==> src/rtl/core/tsmb_pkg.sv <==
// Shared types and constants for the timestamp matched buffer.
// No dependencies; imported by the store and the top level.
`default_nettype none

package tsmb_pkg;

  // request kinds carried in the input tuser
  localparam logic [1:0] REQ_ADD   = 2'd0;
  localparam logic [1:0] REQ_PURGE = 2'd1;
  localparam logic [1:0] REQ_FIND  = 2'd2;

  // register reset values
  localparam logic [5:0]  MAX_SIZE_RST  = 6'd25;
  localparam logic [63:0] TOLERANCE_RST = 64'd0;

  // one stored entry
  typedef struct packed {
    logic [63:0] stamp;
    logic [31:0] payload;
  } tsmb_entry_t;

  // sequencer states
  typedef enum logic [2:0] {
    ST_IDLE,
    ST_ADD_RD,
    ST_ADD_WR,
    ST_SCAN,
    ST_FINISH
  } tsmb_state_t;

endpackage

`default_nettype wire

==> src/rtl/core/tsmb_store.sv <==
// Entry memory of the timestamp matched buffer: one write port, one
// registered read port. Depends on tsmb_pkg for the entry type.
`default_nettype none

module tsmb_store #(
  parameter int DEPTH = 32,
  parameter int AW    = 5
) (
  input  wire                        clk,
  input  wire                        wr_en,
  input  wire [AW-1:0]               wr_addr,
  input  wire tsmb_pkg::tsmb_entry_t wr_data,
  input  wire [AW-1:0]               rd_addr,
  output tsmb_pkg::tsmb_entry_t      rd_data
);
  import tsmb_pkg::*;

  tsmb_entry_t mem [DEPTH];
  tsmb_entry_t rd_data_r;

  // write port
  always_ff @(posedge clk) begin
    if (wr_en) begin
      mem[wr_addr] <= wr_data;
    end
  end

  // registered read port
  always_ff @(posedge clk) begin
    rd_data_r <= mem[rd_addr];
  end

  assign rd_data = rd_data_r;

endmodule

`default_nettype wire

==> src/rtl/core/tsmb_range_cmp.sv <==
// Shared window compare unit: tests a stored stamp against [lo, hi].
// Used for both purge (lo = 0, hi = limit) and find. No dependencies.
`default_nettype none

module tsmb_range_cmp (
  input  wire [63:0] stamp,
  input  wire [63:0] lo,
  input  wire [63:0] hi,
  output logic       in_range
);

  // both bounds inclusive
  always_comb begin
    in_range = (stamp >= lo) && (stamp <= hi);
  end

endmodule

`default_nettype wire

==> src/rtl/core/timestamp_matched_buffer.sv <==
// Timestamp matched buffer: circular store walked by a sequencer driving one
// shared window compare unit. Depends on tsmb_pkg, tsmb_store, tsmb_range_cmp.
// Add goes through ST_ADD_RD and ST_ADD_WR to ST_FINISH; purge and find scan
// the n stored entries in ST_SCAN (one entry a cycle through the store read port).
// One word at a time: the next word is taken the cycle after the result loads;
// find stops at its first match, and a held result word stalls the sequencer
// in its last state.
// Reset (synchronous, rst_n low): list empty, max_size 25, tolerance 0.
`default_nettype none

module timestamp_matched_buffer #(
  parameter int DEPTH = 32
) (
  input  wire          clk,
  input  wire          rst_n,
  // input words
  input  wire          in_tvalid,
  output logic         in_tready,
  input  wire  [95:0]  in_tdata,   // [63:0] timestamp, [95:64] payload
  input  wire  [1:0]   in_tuser,   // [1:0] req_type
  // result words
  output logic         out_tvalid,
  input  wire          out_tready,
  output logic [103:0] out_tdata,  // [31:0] result_payload, [95:32] result_timestamp,
                                   // [101:96] removed_count, [103:102] zero
  output logic         out_tuser,  // [0] hit
  // configuration
  input  wire          cfg_psel,
  input  wire          cfg_penable,
  input  wire          cfg_pwrite,
  input  wire  [3:0]   cfg_paddr,
  input  wire  [63:0]  cfg_pwdata,
  output logic [63:0]  cfg_prdata,
  output logic         cfg_pready
);
  import tsmb_pkg::*;

  localparam int AW = (DEPTH > 1) ? $clog2(DEPTH) : 1;
  localparam int CW = $clog2(DEPTH + 1);
  localparam int SW = CW + 1;
  localparam int EW = (CW > 6) ? CW : 6;

  // circular address wrap; both operands stay below DEPTH or at it
  function automatic logic [AW-1:0] wrap_addr(input logic [SW-1:0] s);
    logic [SW-1:0] r;
    r = (s >= SW'(DEPTH)) ? (s - SW'(DEPTH)) : s;
    return r[AW-1:0];
  endfunction

  tsmb_state_t state_r, state_nxt;

  logic [AW-1:0] head_r, head_nxt;
  logic [CW-1:0] occ_r, occ_nxt;
  logic [CW-1:0] rd_idx_r, rd_idx_nxt;
  logic [CW-1:0] wr_idx_r, wr_idx_nxt;
  logic [CW-1:0] cnt_r, cnt_nxt;
  logic          rv_r, rv_nxt;
  logic [1:0]    req_r, req_nxt;
  logic [63:0]   ts_r, ts_nxt;
  logic [31:0]   pl_r, pl_nxt;
  logic [63:0]   lo_r, lo_nxt;
  logic [63:0]   hi_r, hi_nxt;

  logic          res_hit_r, res_hit_nxt;
  logic [31:0]   res_pl_r, res_pl_nxt;
  logic [63:0]   res_ts_r, res_ts_nxt;
  logic [5:0]    res_cnt_r, res_cnt_nxt;

  logic          out_valid_r, out_valid_nxt;
  logic          out_hit_r, out_hit_nxt;
  logic [31:0]   out_pl_r, out_pl_nxt;
  logic [63:0]   out_ts_r, out_ts_nxt;
  logic [5:0]    out_cnt_r, out_cnt_nxt;

  logic [5:0]    max_size_r;
  logic [63:0]   tol_r;

  // store and compare unit hookup
  logic          mem_we;
  logic [AW-1:0] mem_waddr;
  tsmb_entry_t   mem_wdata;
  logic [AW-1:0] mem_raddr;
  tsmb_entry_t   mem_rdata;
  logic          match;

  tsmb_store #(
    .DEPTH (DEPTH),
    .AW    (AW)
  ) u_store (
    .clk     (clk),
    .wr_en   (mem_we),
    .wr_addr (mem_waddr),
    .wr_data (mem_wdata),
    .rd_addr (mem_raddr),
    .rd_data (mem_rdata)
  );

  tsmb_range_cmp u_cmp (
    .stamp    (mem_rdata.stamp),
    .lo       (lo_r),
    .hi       (hi_r),
    .in_range (match)
  );

  // input word fields
  logic        in_fire;
  logic [63:0] in_ts;
  logic [31:0] in_pl;
  assign in_tready = (state_r == ST_IDLE);
  assign in_fire   = in_tvalid && in_tready;
  assign in_ts     = in_tdata[63:0];
  assign in_pl     = in_tdata[95:64];

  // saturated find window
  logic [64:0] win_sum, win_dif;
  logic [63:0] win_lo, win_hi;
  always_comb begin
    win_sum = {1'b0, in_ts} + {1'b0, tol_r};
    win_dif = {1'b0, in_ts} - {1'b0, tol_r};
    win_hi  = win_sum[64] ? {64{1'b1}} : win_sum[63:0];
    win_lo  = win_dif[64] ? 64'd0 : win_dif[63:0];
  end

  // effective max_size, clamped to [1, DEPTH]; eviction test for add
  logic [EW-1:0] max_ext, eff_max;
  logic          evict;
  always_comb begin
    max_ext = EW'(max_size_r);
    if (max_ext == '0) begin
      eff_max = EW'(1);
    end else if (max_ext > EW'(DEPTH)) begin
      eff_max = EW'(DEPTH);
    end else begin
      eff_max = max_ext;
    end
    evict = (occ_r != '0) && (EW'(occ_r) >= eff_max);
  end

  logic scan_end;
  assign scan_end = !rv_r && (rd_idx_r == occ_r);

  // next state
  always_comb begin
    state_nxt = state_r;
    case (state_r)
      ST_IDLE: begin
        if (in_fire) begin
          case (in_tuser)
            REQ_ADD:   state_nxt = ST_ADD_RD;
            REQ_PURGE: state_nxt = ST_SCAN;
            REQ_FIND:  state_nxt = ST_SCAN;
            default:   state_nxt = ST_FINISH;
          endcase
        end
      end
      ST_ADD_RD: state_nxt = ST_ADD_WR;
      ST_ADD_WR: state_nxt = ST_FINISH;
      ST_SCAN: begin
        if (rv_r && (req_r == REQ_FIND) && match) begin
          state_nxt = ST_FINISH;
        end else if (scan_end) begin
          state_nxt = ST_FINISH;
        end
      end
      ST_FINISH: begin
        if (!out_valid_r || out_tready) begin
          state_nxt = ST_IDLE;
        end
      end
      default: state_nxt = ST_IDLE;
    endcase
  end

  // datapath and store controls
  logic [CW-1:0] occ_after;
  always_comb begin
    head_nxt    = head_r;
    occ_nxt     = occ_r;
    rd_idx_nxt  = rd_idx_r;
    wr_idx_nxt  = wr_idx_r;
    cnt_nxt     = cnt_r;
    rv_nxt      = rv_r;
    req_nxt     = req_r;
    ts_nxt      = ts_r;
    pl_nxt      = pl_r;
    lo_nxt      = lo_r;
    hi_nxt      = hi_r;
    res_hit_nxt = res_hit_r;
    res_pl_nxt  = res_pl_r;
    res_ts_nxt  = res_ts_r;
    res_cnt_nxt = res_cnt_r;
    out_valid_nxt = out_valid_r && !out_tready;
    out_hit_nxt = out_hit_r;
    out_pl_nxt  = out_pl_r;
    out_ts_nxt  = out_ts_r;
    out_cnt_nxt = out_cnt_r;
    occ_after   = occ_r;
    mem_we      = 1'b0;
    mem_waddr   = wrap_addr(SW'(head_r) + SW'(occ_r));
    mem_wdata   = mem_rdata;
    mem_raddr   = wrap_addr(SW'(head_r) + SW'(rd_idx_r));

    case (state_r)
      ST_IDLE: begin
        if (in_fire) begin
          req_nxt     = in_tuser;
          ts_nxt      = in_ts;
          pl_nxt      = in_pl;
          rd_idx_nxt  = '0;
          wr_idx_nxt  = '0;
          cnt_nxt     = '0;
          rv_nxt      = 1'b0;
          res_hit_nxt = 1'b0;
          res_pl_nxt  = '0;
          res_ts_nxt  = '0;
          res_cnt_nxt = '0;
          // purge limit is the window [0, timestamp]
          if (in_tuser == REQ_PURGE) begin
            lo_nxt = '0;
            hi_nxt = in_ts;
          end else begin
            lo_nxt = win_lo;
            hi_nxt = win_hi;
          end
        end
      end
      ST_ADD_RD: begin
        // read at head is in flight (rd_idx is zero)
      end
      ST_ADD_WR: begin
        // drop the oldest, then append at the tail; tail address is
        // head + occupancy either way
        if (evict) begin
          res_hit_nxt = 1'b1;
          res_pl_nxt  = mem_rdata.payload;
          res_ts_nxt  = mem_rdata.stamp;
          head_nxt    = wrap_addr(SW'(head_r) + SW'(1));
          occ_after   = occ_r - 1'b1;
        end
        if (occ_after < CW'(DEPTH)) begin
          mem_we          = 1'b1;
          mem_wdata.stamp = ts_r;
          mem_wdata.payload = pl_r;
          occ_nxt         = occ_after + 1'b1;
        end else begin
          occ_nxt = occ_after;
        end
      end
      ST_SCAN: begin
        // issue reads one entry a cycle
        if (rd_idx_r != occ_r) begin
          rd_idx_nxt = rd_idx_r + 1'b1;
          rv_nxt     = 1'b1;
        end else begin
          rv_nxt = 1'b0;
        end
        // compare the entry read last cycle
        if (rv_r) begin
          if (req_r == REQ_FIND) begin
            if (match) begin
              res_hit_nxt = 1'b1;
              res_pl_nxt  = mem_rdata.payload;
              res_ts_nxt  = mem_rdata.stamp;
            end
          end else if (match) begin
            cnt_nxt = cnt_r + 1'b1;
          end else begin
            // keep: compact toward head, never past the read point
            mem_we     = 1'b1;
            mem_waddr  = wrap_addr(SW'(head_r) + SW'(wr_idx_r));
            mem_wdata  = mem_rdata;
            wr_idx_nxt = wr_idx_r + 1'b1;
          end
        end
        if (scan_end && (req_r == REQ_PURGE)) begin
          occ_nxt     = wr_idx_r;
          res_cnt_nxt = 6'(cnt_r);
        end
      end
      ST_FINISH: begin
        if (!out_valid_r || out_tready) begin
          out_valid_nxt = 1'b1;
          out_hit_nxt   = res_hit_r;
          out_pl_nxt    = res_pl_r;
          out_ts_nxt    = res_ts_r;
          out_cnt_nxt   = res_cnt_r;
        end
      end
      default: begin
      end
    endcase
  end

  // control registers
  always_ff @(posedge clk) begin
    if (!rst_n) begin
      state_r     <= ST_IDLE;
      head_r      <= '0;
      occ_r       <= '0;
      rd_idx_r    <= '0;
      wr_idx_r    <= '0;
      cnt_r       <= '0;
      rv_r        <= 1'b0;
      out_valid_r <= 1'b0;
    end else begin
      state_r     <= state_nxt;
      head_r      <= head_nxt;
      occ_r       <= occ_nxt;
      rd_idx_r    <= rd_idx_nxt;
      wr_idx_r    <= wr_idx_nxt;
      cnt_r       <= cnt_nxt;
      rv_r        <= rv_nxt;
      out_valid_r <= out_valid_nxt;
    end
  end

  // payload registers
  always_ff @(posedge clk) begin
    req_r     <= req_nxt;
    ts_r      <= ts_nxt;
    pl_r      <= pl_nxt;
    lo_r      <= lo_nxt;
    hi_r      <= hi_nxt;
    res_hit_r <= res_hit_nxt;
    res_pl_r  <= res_pl_nxt;
    res_ts_r  <= res_ts_nxt;
    res_cnt_r <= res_cnt_nxt;
    out_hit_r <= out_hit_nxt;
    out_pl_r  <= out_pl_nxt;
    out_ts_r  <= out_ts_nxt;
    out_cnt_r <= out_cnt_nxt;
  end

  // configuration registers: max_size at 0, tolerance at 8
  logic cfg_wr;
  assign cfg_wr     = cfg_psel && cfg_penable && cfg_pwrite && cfg_pready;
  assign cfg_pready = 1'b1;

  always_ff @(posedge clk) begin
    if (!rst_n) begin
      max_size_r <= MAX_SIZE_RST;
      tol_r      <= TOLERANCE_RST;
    end else if (cfg_wr) begin
      if (cfg_paddr[3]) begin
        tol_r <= cfg_pwdata;
      end else begin
        max_size_r <= cfg_pwdata[5:0];
      end
    end
  end

  assign cfg_prdata = cfg_paddr[3] ? tol_r : {58'd0, max_size_r};

  // result word
  assign out_tvalid = out_valid_r;
  assign out_tuser  = out_hit_r;
  assign out_tdata  = {2'b00, out_cnt_r, out_ts_r, out_pl_r};

endmodule

`default_nettype wire

==> config.mk <==
export PLATFORM = sky130hd
export DESIGN_NAME = timestamp_matched_buffer
export DESIGN_NICKNAME = d
export VERILOG_FILES = /design/src/rtl/core/tsmb_pkg.sv /design/src/rtl/core/tsmb_store.sv /design/src/rtl/core/tsmb_range_cmp.sv /design/src/rtl/core/timestamp_matched_buffer.sv
export SDC_FILE = /design/constraint.sdc
export NUM_CORES = 2
export LEC_CHECK = 0
export ABC_CLOCK_PERIOD_IN_PS = 10160
export BUFFER_PORTS_ARGS = -buffer_cell sky130_fd_sc_hd__buf_2
export CAP_MARGIN = 20
export CORE_MARGIN = 2
export CORE_UTILIZATION = 55
export DETAILED_ROUTE_END_ITERATION = 8
export HOLD_SLACK_MARGIN = 0.15
export PLACE_DENSITY = 0.67
export SYNTH_ARGS = -nofsm -noshare
export SYNTH_HDL_FRONTEND = slang
export SYNTH_SLANG_ARGS = --single-unit
==> constraint.sdc <==
create_clock -name clk -period 10.16 [get_ports clk]
set_input_delay 1.016 -clock clk [delete_from_list [all_inputs] [get_ports clk]]
set_output_delay 1.016 -clock clk [all_outputs]
set_load 0.02 [all_outputs]
[After elaboration in Yosys (flattened, before gate mapping)]
Memory sizes are Yosys's and may differ from the RTL's. A register that Yosys moved wholly into a read port is not among the register bits.
Cells that the tools add are included.
Word-level totals
  bits in registers: 536
  latch bits: 0
  memory bits (writable): 3072
  memory bits (read-only): 0
  bits of input ports: 173
  output and inout port bits: 172
  word-level logic and storage cells: 174
  memories: 1
Memories
  u_store.mem: depth 32, bits a word 96, read ports 1, clocked after Yosys merged registers in 1, wr ports 1, line tsmb_store.sv:18  | tsmb_entry_t mem [DEPTH];
Operators by class
  $add $sub $neg: 15
  multipliers: 0
  divide/modulo/power cells: 0
  magnitude comparators: 9
  equality and inequality tests: 21
  shift-type cells: 0
  mux-type cells: 68
  bitwise logic cells: 1
  reduce and logical (&&, ||, !) cells: 36
Operators with widths (count)
  $mux W64: 8
  $mux W96: 2
  $pmux W64 S3: 1
  $mux W32: 5
  $pmux W32 S3: 1
  $mux W6: 15
  $add A64 B64 Y65: 1
  $sub A64 B64 Y65: 1
  $ge A64 B64 Y1: 1
  $le A64 B64 Y1: 1
  $pmux W6 S2: 5
  $mux W5: 8
  $add A6 B1 Y6 const B: 4
  $add A5 B6 Y7: 3
  $ge A7 B6 Y1 const B: 3
  $sub A5 B1 Y5 const B: 4
  $ne A2 B2 Y1 const B: 9
  $pmux W3 S5: 1
  $mux W1: 14
  $reduce_and A2 Y1: 7
  $mux W3: 4
  $logic_and A1 B1 Y1: 10
  $reduce_and A5 Y1: 2
  $reduce_and A3 Y1: 3
  29 further kinds: 37

[Depth between registers and ports, before layout]
  word-level depth: 12
  gate-level depth with buffers: 17
  depth with buffers taken out: 17

[By module]
Synthesis repeated with hierarchy kept, for this count alone.
Unflattened totals
  cell total of the unflattened synthesis: 8834
  area, all modules: 150838.4 µm²
By module, submodules not included
  tsmb_store: times used 1, cells an instance 5590, area an instance 118501.2 µm², seq. area each 94170.3 µm²
  timestamp_matched_buffer: times used 1, cells an instance 2790, area an instance 29150.5 µm², seq. area each 15054.4 µm²
  tsmb_range_cmp: times used 1, cells an instance 454, area an instance 3186.8 µm², seq. area each 0.0 µm²

[Worst setup path after synthesis]
Ideal clock, no wire load.
  path type: reg2reg
  start: register max_size_r[1] (netlist: max_ext[1])
  end: memory u_store.mem[11][0] (netlist name) (enable)
  library setup time: 0.552 ns
  arrival: 7.047 ns
  data required time: 9.608 ns
  path slack: 2.561 ns
  cell stages (with the launch flop): 16
  path buffers: 1
  period minus slack after synthesis: 7.599 ns
  cell sequence: dfxtp_1 nor4_1 nor2_1 nor2_1 ha_1 nand2b_1 a21o_1 a21o_1 a211oi_1 o21ba_2 nor3_1 xnor2_1 and2_1 clkbuf_1 a32oi_1 nor2_1
Between the ends
  word-level cells in the longest chain between the ends: 12
  elaborated cells between the ends (all ways): 13
  classes of those cells: order compare (3); mux (8); reduce/logical (2)
RTL lines
  start, declared: line timestamp_matched_buffer.sv:75  | logic [5:0] max_size_r;
  start signal, assigned: line timestamp_matched_buffer.sv:347  | max_size_r <= cfg_pwdata[5:0];
  $gt A6 B6 Y1: line timestamp_matched_buffer.sv:131  | end else if (max_ext > EW'(DEPTH)) begin
  $mux W6: line timestamp_matched_buffer.sv:131
  $mux W6 (*): line timestamp_matched_buffer.sv:129  | if (max_ext == '0) begin
  $ge A6 B6 Y1 (*): line timestamp_matched_buffer.sv:136  | evict = (occ_r != '0) && (EW'(occ_r) >= eff_max);
  $logic_and A1 B1 Y1 (*): line timestamp_matched_buffer.sv:136
  $mux W6 (*): line timestamp_matched_buffer.sv:233  | if (evict) begin
  $mux W6 (*): line timestamp_matched_buffer.sv:203  | case (state_r)
  $lt A6 B6 Y1 (*): line timestamp_matched_buffer.sv:240  | if (occ_after < CW'(DEPTH)) begin
  $mux W1 (*): line timestamp_matched_buffer.sv:240
  $pmux W1 S2 (*): line timestamp_matched_buffer.sv:203
  $mux W1 (*): line tsmb_store.sv:23  | if (wr_en) begin
  $mux W1 (implied by the code) (*): line tsmb_store.sv:24  | mem[wr_addr] <= wr_data;
  end, declared: line tsmb_store.sv:18
Every way passes the cells marked *; elsewhere a longest branch is shown, timed or not. The select of a mux whose other input is x is not followed.

[Worst setup path in the final report]
  start: register, netlist name u_store.rd_data[89]
  end: memory u_store.mem[6][4] (netlist name) (enable)
Between the ends
  word-level cells in the longest chain between the ends: 8
  elaborated cells between the ends (all ways): 13
  classes of those cells: order compare (2); mux (10); reduce/logical (1)
RTL lines
  $ge A64 B64 Y1 / $le A64 B64 Y1 (equally long branches): line tsmb_range_cmp.sv:14  | in_range = (stamp >= lo) && (stamp <= hi);
  $logic_and A1 B1 Y1 (*): line tsmb_range_cmp.sv:14
  $mux W1: line timestamp_matched_buffer.sv:265  | end else if (match) begin
  $mux W1: line timestamp_matched_buffer.sv:259  | if (req_r == REQ_FIND) begin
  $mux W1: line timestamp_matched_buffer.sv:258  | if (rv_r) begin
  $pmux W1 S2: line timestamp_matched_buffer.sv:203
  $mux W1: line tsmb_store.sv:23
  $mux W1 (implied by the code): line tsmb_store.sv:24
Every way passes the cells marked *; elsewhere a longest branch is shown, timed or not.

==> reports/qor.yml <==
critical_path:
  crit_required_ns: 10.70
  cpMostUsedCell: "buf_4"
  critPathCaptureType: "flop"
  slowest_delay_ns: 0.89
  cp.arrival_ns: 6.89
  crit_fanout: 43
  crit_type: "reg -> reg"
  crit_chain: "ha_1, nand4_1, nor4_1, and3_1, o311ai_0, nand2_1, nand3b_1, a2bb2oi_1, buf_4, nor2_1, mux2i_1, nor2_4, buf_4"
  start_kind: "flop"
  crit_slowest_cell: "buf_4"
  worstPathBufferInverterCount: 2
  critical_path.top_delay_family: "simple AND/OR/NAND/NOR gates"
placement:
  gp_congestion: 0.897
  post-dp-hpwl_mm: 217
  portBuffers: 338
  place_inst: 12600
cells_and_area:
  syn_to_final_growth_pct: 12.4
  layout_commonest_cell: "edfxtp_1"
  layout-drive-gt1-share_pct: 20.4
  fin_util_pct: 62.2
  nNetsFinal: 9856
  final_cell_mix: "edfxtp_1, nand2_1, mux4_2, nand3_1, clkbuf_16"
  nFillCells: 19500
  fin_cells: 13300
global_routing:
  antenna_found_initial: 19
  grt.total_usage_pct: 28.0
  grt_max_degree: 127
  grt_pass1_wl_mm: 570
  grt_pass1_vias: 82900
  grt_overflow: 0
cts:
  h-tree-depth: 5
  path_clk_slew_ns: 0.06
  cts_hold_buf: 0
  cts_tree: "done"
  clk_latency_ns: 0.95
  numCtsBuffers: 376
  cts_max_path_buffers: 4
  cts_resized: 0
  cts_setup_buffers: 0
  cts-root-buf: "clkbuf_16"
  cts.sinks: 3704
routing:
  vias_per_cell: 6.32
  drc: 0
  vias: 84100
  drtIter0Drc: 9807
  wl_mm: 394
  wl_per_cell_microns: 29.6
  drt_pass1_iterations: 7
  ant_nets: 0
sta:
  max_freq_mhz: 158
  finalSetupViolations: 0
  period_needed_ns: 6.35
  maxSlewViolCount: 0
  min_period_over_period_pct: 62.5
  skew_ns: 0.0655
  rsz0062_at_grt: "no"
  slew_headroom_pct: 12.6
  hold_ws_ns: 0.233
  fin_tns_setup_ns: 0
  worstMarginPinSlew_ns: 1.30
  hold_violations: 0
yosys:
  synth_cells: 8976
  yosysSeqAreaShare_pct: 72.1
  synthesis.area_sq_mm: 0.152
  ys_types: 87
  ys_top_cells_by_area: "edfxtp_1, mux4_2, nand2_1"
  ys.flop_type: "edfxtp_1"
  syn_area_per_cell_sq_um: 16.9
  async_reset_ff_share_pct: 0
  yosys_warnings: 0
  synth_top_cell_by_area: "edfxtp_1"
  synth_top_area_share_pct: 69.5
  ys_ff_latch: 3704
  synth-edff-count: 3504
die:
  die-area_sq_mm: 0.280
  start_util_pct: 55.3
  core-area_sq_mm: 0.274
  rows: 192
  die_h_microns: 529
  fp.dieW_microns: 529
  io_pins: 345
hold_path:
  hold_class: "in -> reg"
power_and_ir_drop:
  power_leakage_uw: 0.0560
  finalPower_uw: 34400
  vdd_ir_drop_max_mv: 0.182
  powerDensity_mw_per_mm2: 202
outcome:
  outcome: "finished, final reports clean"
flow_run:
  max_cap_viol_count: 0
==> per-layer routing <==
layer | wire length [microns] | vias to the layer above | track usage [%]
met4 | 11400 | 8 | 8.07
met3 | 33600 | 623 | 3.94
met5 | 57 | - | 0
met1 | 167000 | 43900 | 42.2
met2 | 182000 | 3959 | 43.2
li1 | - | 35700 | -
==> cells by family (layout without fill, tap and decap cells) <==
group                    after synthesis  after routing  share of synthesized area, %
XOR/XNOR                             153            153                         0.884
AO/OA/AOI/OAI                        841            841                          3.51
adder cells (fa/ha/maj)              288            288                          2.40
other                                  2              9                       0.00496
flip-flops                          3704           3704                          72.1
multiplexers                         883            883                          12.3
buffers and inverters                758           1502                          1.92
AND/OR/NAND/NOR                     2347           2347                          6.93
==> power breakdown <==
| part | internal (uW) | switching [uW] |
|---|---|---|
| logic | 663 | 1800 |
| registers | 17800 | 210 |
| clock network | 8070 | 5860 |
==> sequential cells by signal, summed over array words and instances (netlist names), 32 cells and up <==
signal and cells:
ts_r 64, res_ts_r 64, lo_r 64, out_ts_r 64
res_pl_r 32, hi_r 64, tol_r 64, pl_r 32
out_pl_r 32, u_store.rd_data 96, u_store.mem 3072
==> stage by stage <==
| step | cell area, sq um | setup WS [ns] |
|---|---|---|
| after floorplan | 152000 | 2.56 |
| after global placement | 158000 | 3.40 |
| after detailed placement | 158000 | 3.66 |
| after CTS | 170000 | 3.68 |
| after global routing | 170000 | 3.62 |
| final | 170000 | 3.81 |
==> synth_stat cells (12+ instances only) <==
master	number
edfxtp_1	3504
nand2_1	1106
mux4_2	768
nand3_1	527
nor2_1	306
clkbuf_1	296
inv_1	292
ha_1	283
a21oi_1	252
o21ai_0	209
dfxtp_1	200
buf_1	130
xnor2_1	123
and2_1	104
mux2_2	100
nor2b_1	89
a21boi_0	76
a21o_1	62
nand4_1	53
o21bai_1	41
nor3_1	35
nor4_1	30
xor2_1	30
buf_2	29
nand2b_1	27
a31oi_1	25
a211oi_1	21
o31ai_1	20
or3_1	19
and3_1	17
mux2i_1	15
o211ai_1	14
o21a_1	13
a221oi_1	12
==> final timing paths <==
kind / slack, ns / cells after the start / startpoint / to
worst max-delay path: 3.81 / 13 / u_store.rd_data[89] / u_store.mem[6][4]
worst min register to register: 0.42 / 0 / res_ts_r[4] / out_ts_r[4]
worst min-delay path: 0.23 / 1 / in_tdata[82] / pl_r[18]
worst max register to register: 3.81 / 13 / u_store.rd_data[89] / u_store.mem[6][4]
==> cell type report <==
cell class | count | area [sq um] | area share [%]
Inverter | 297 | 1120 | 0.660
Sequential cell | 3704 | 109000 | 64.1
Timing Repair Buffer | 501 | 3260 | 1.91
Multi-Input combinational cell | 4515 | 39700 | 23.3
Clock inverter | 193 | 2210 | 1.30
Clock buffer | 511 | 10300 | 6.04
Antenna cell | 6 | 15.0 | 0.00881
Tap cell | 3589 | 4490 | 2.64
Note: power is estimated with default switching activity, not from simulation.
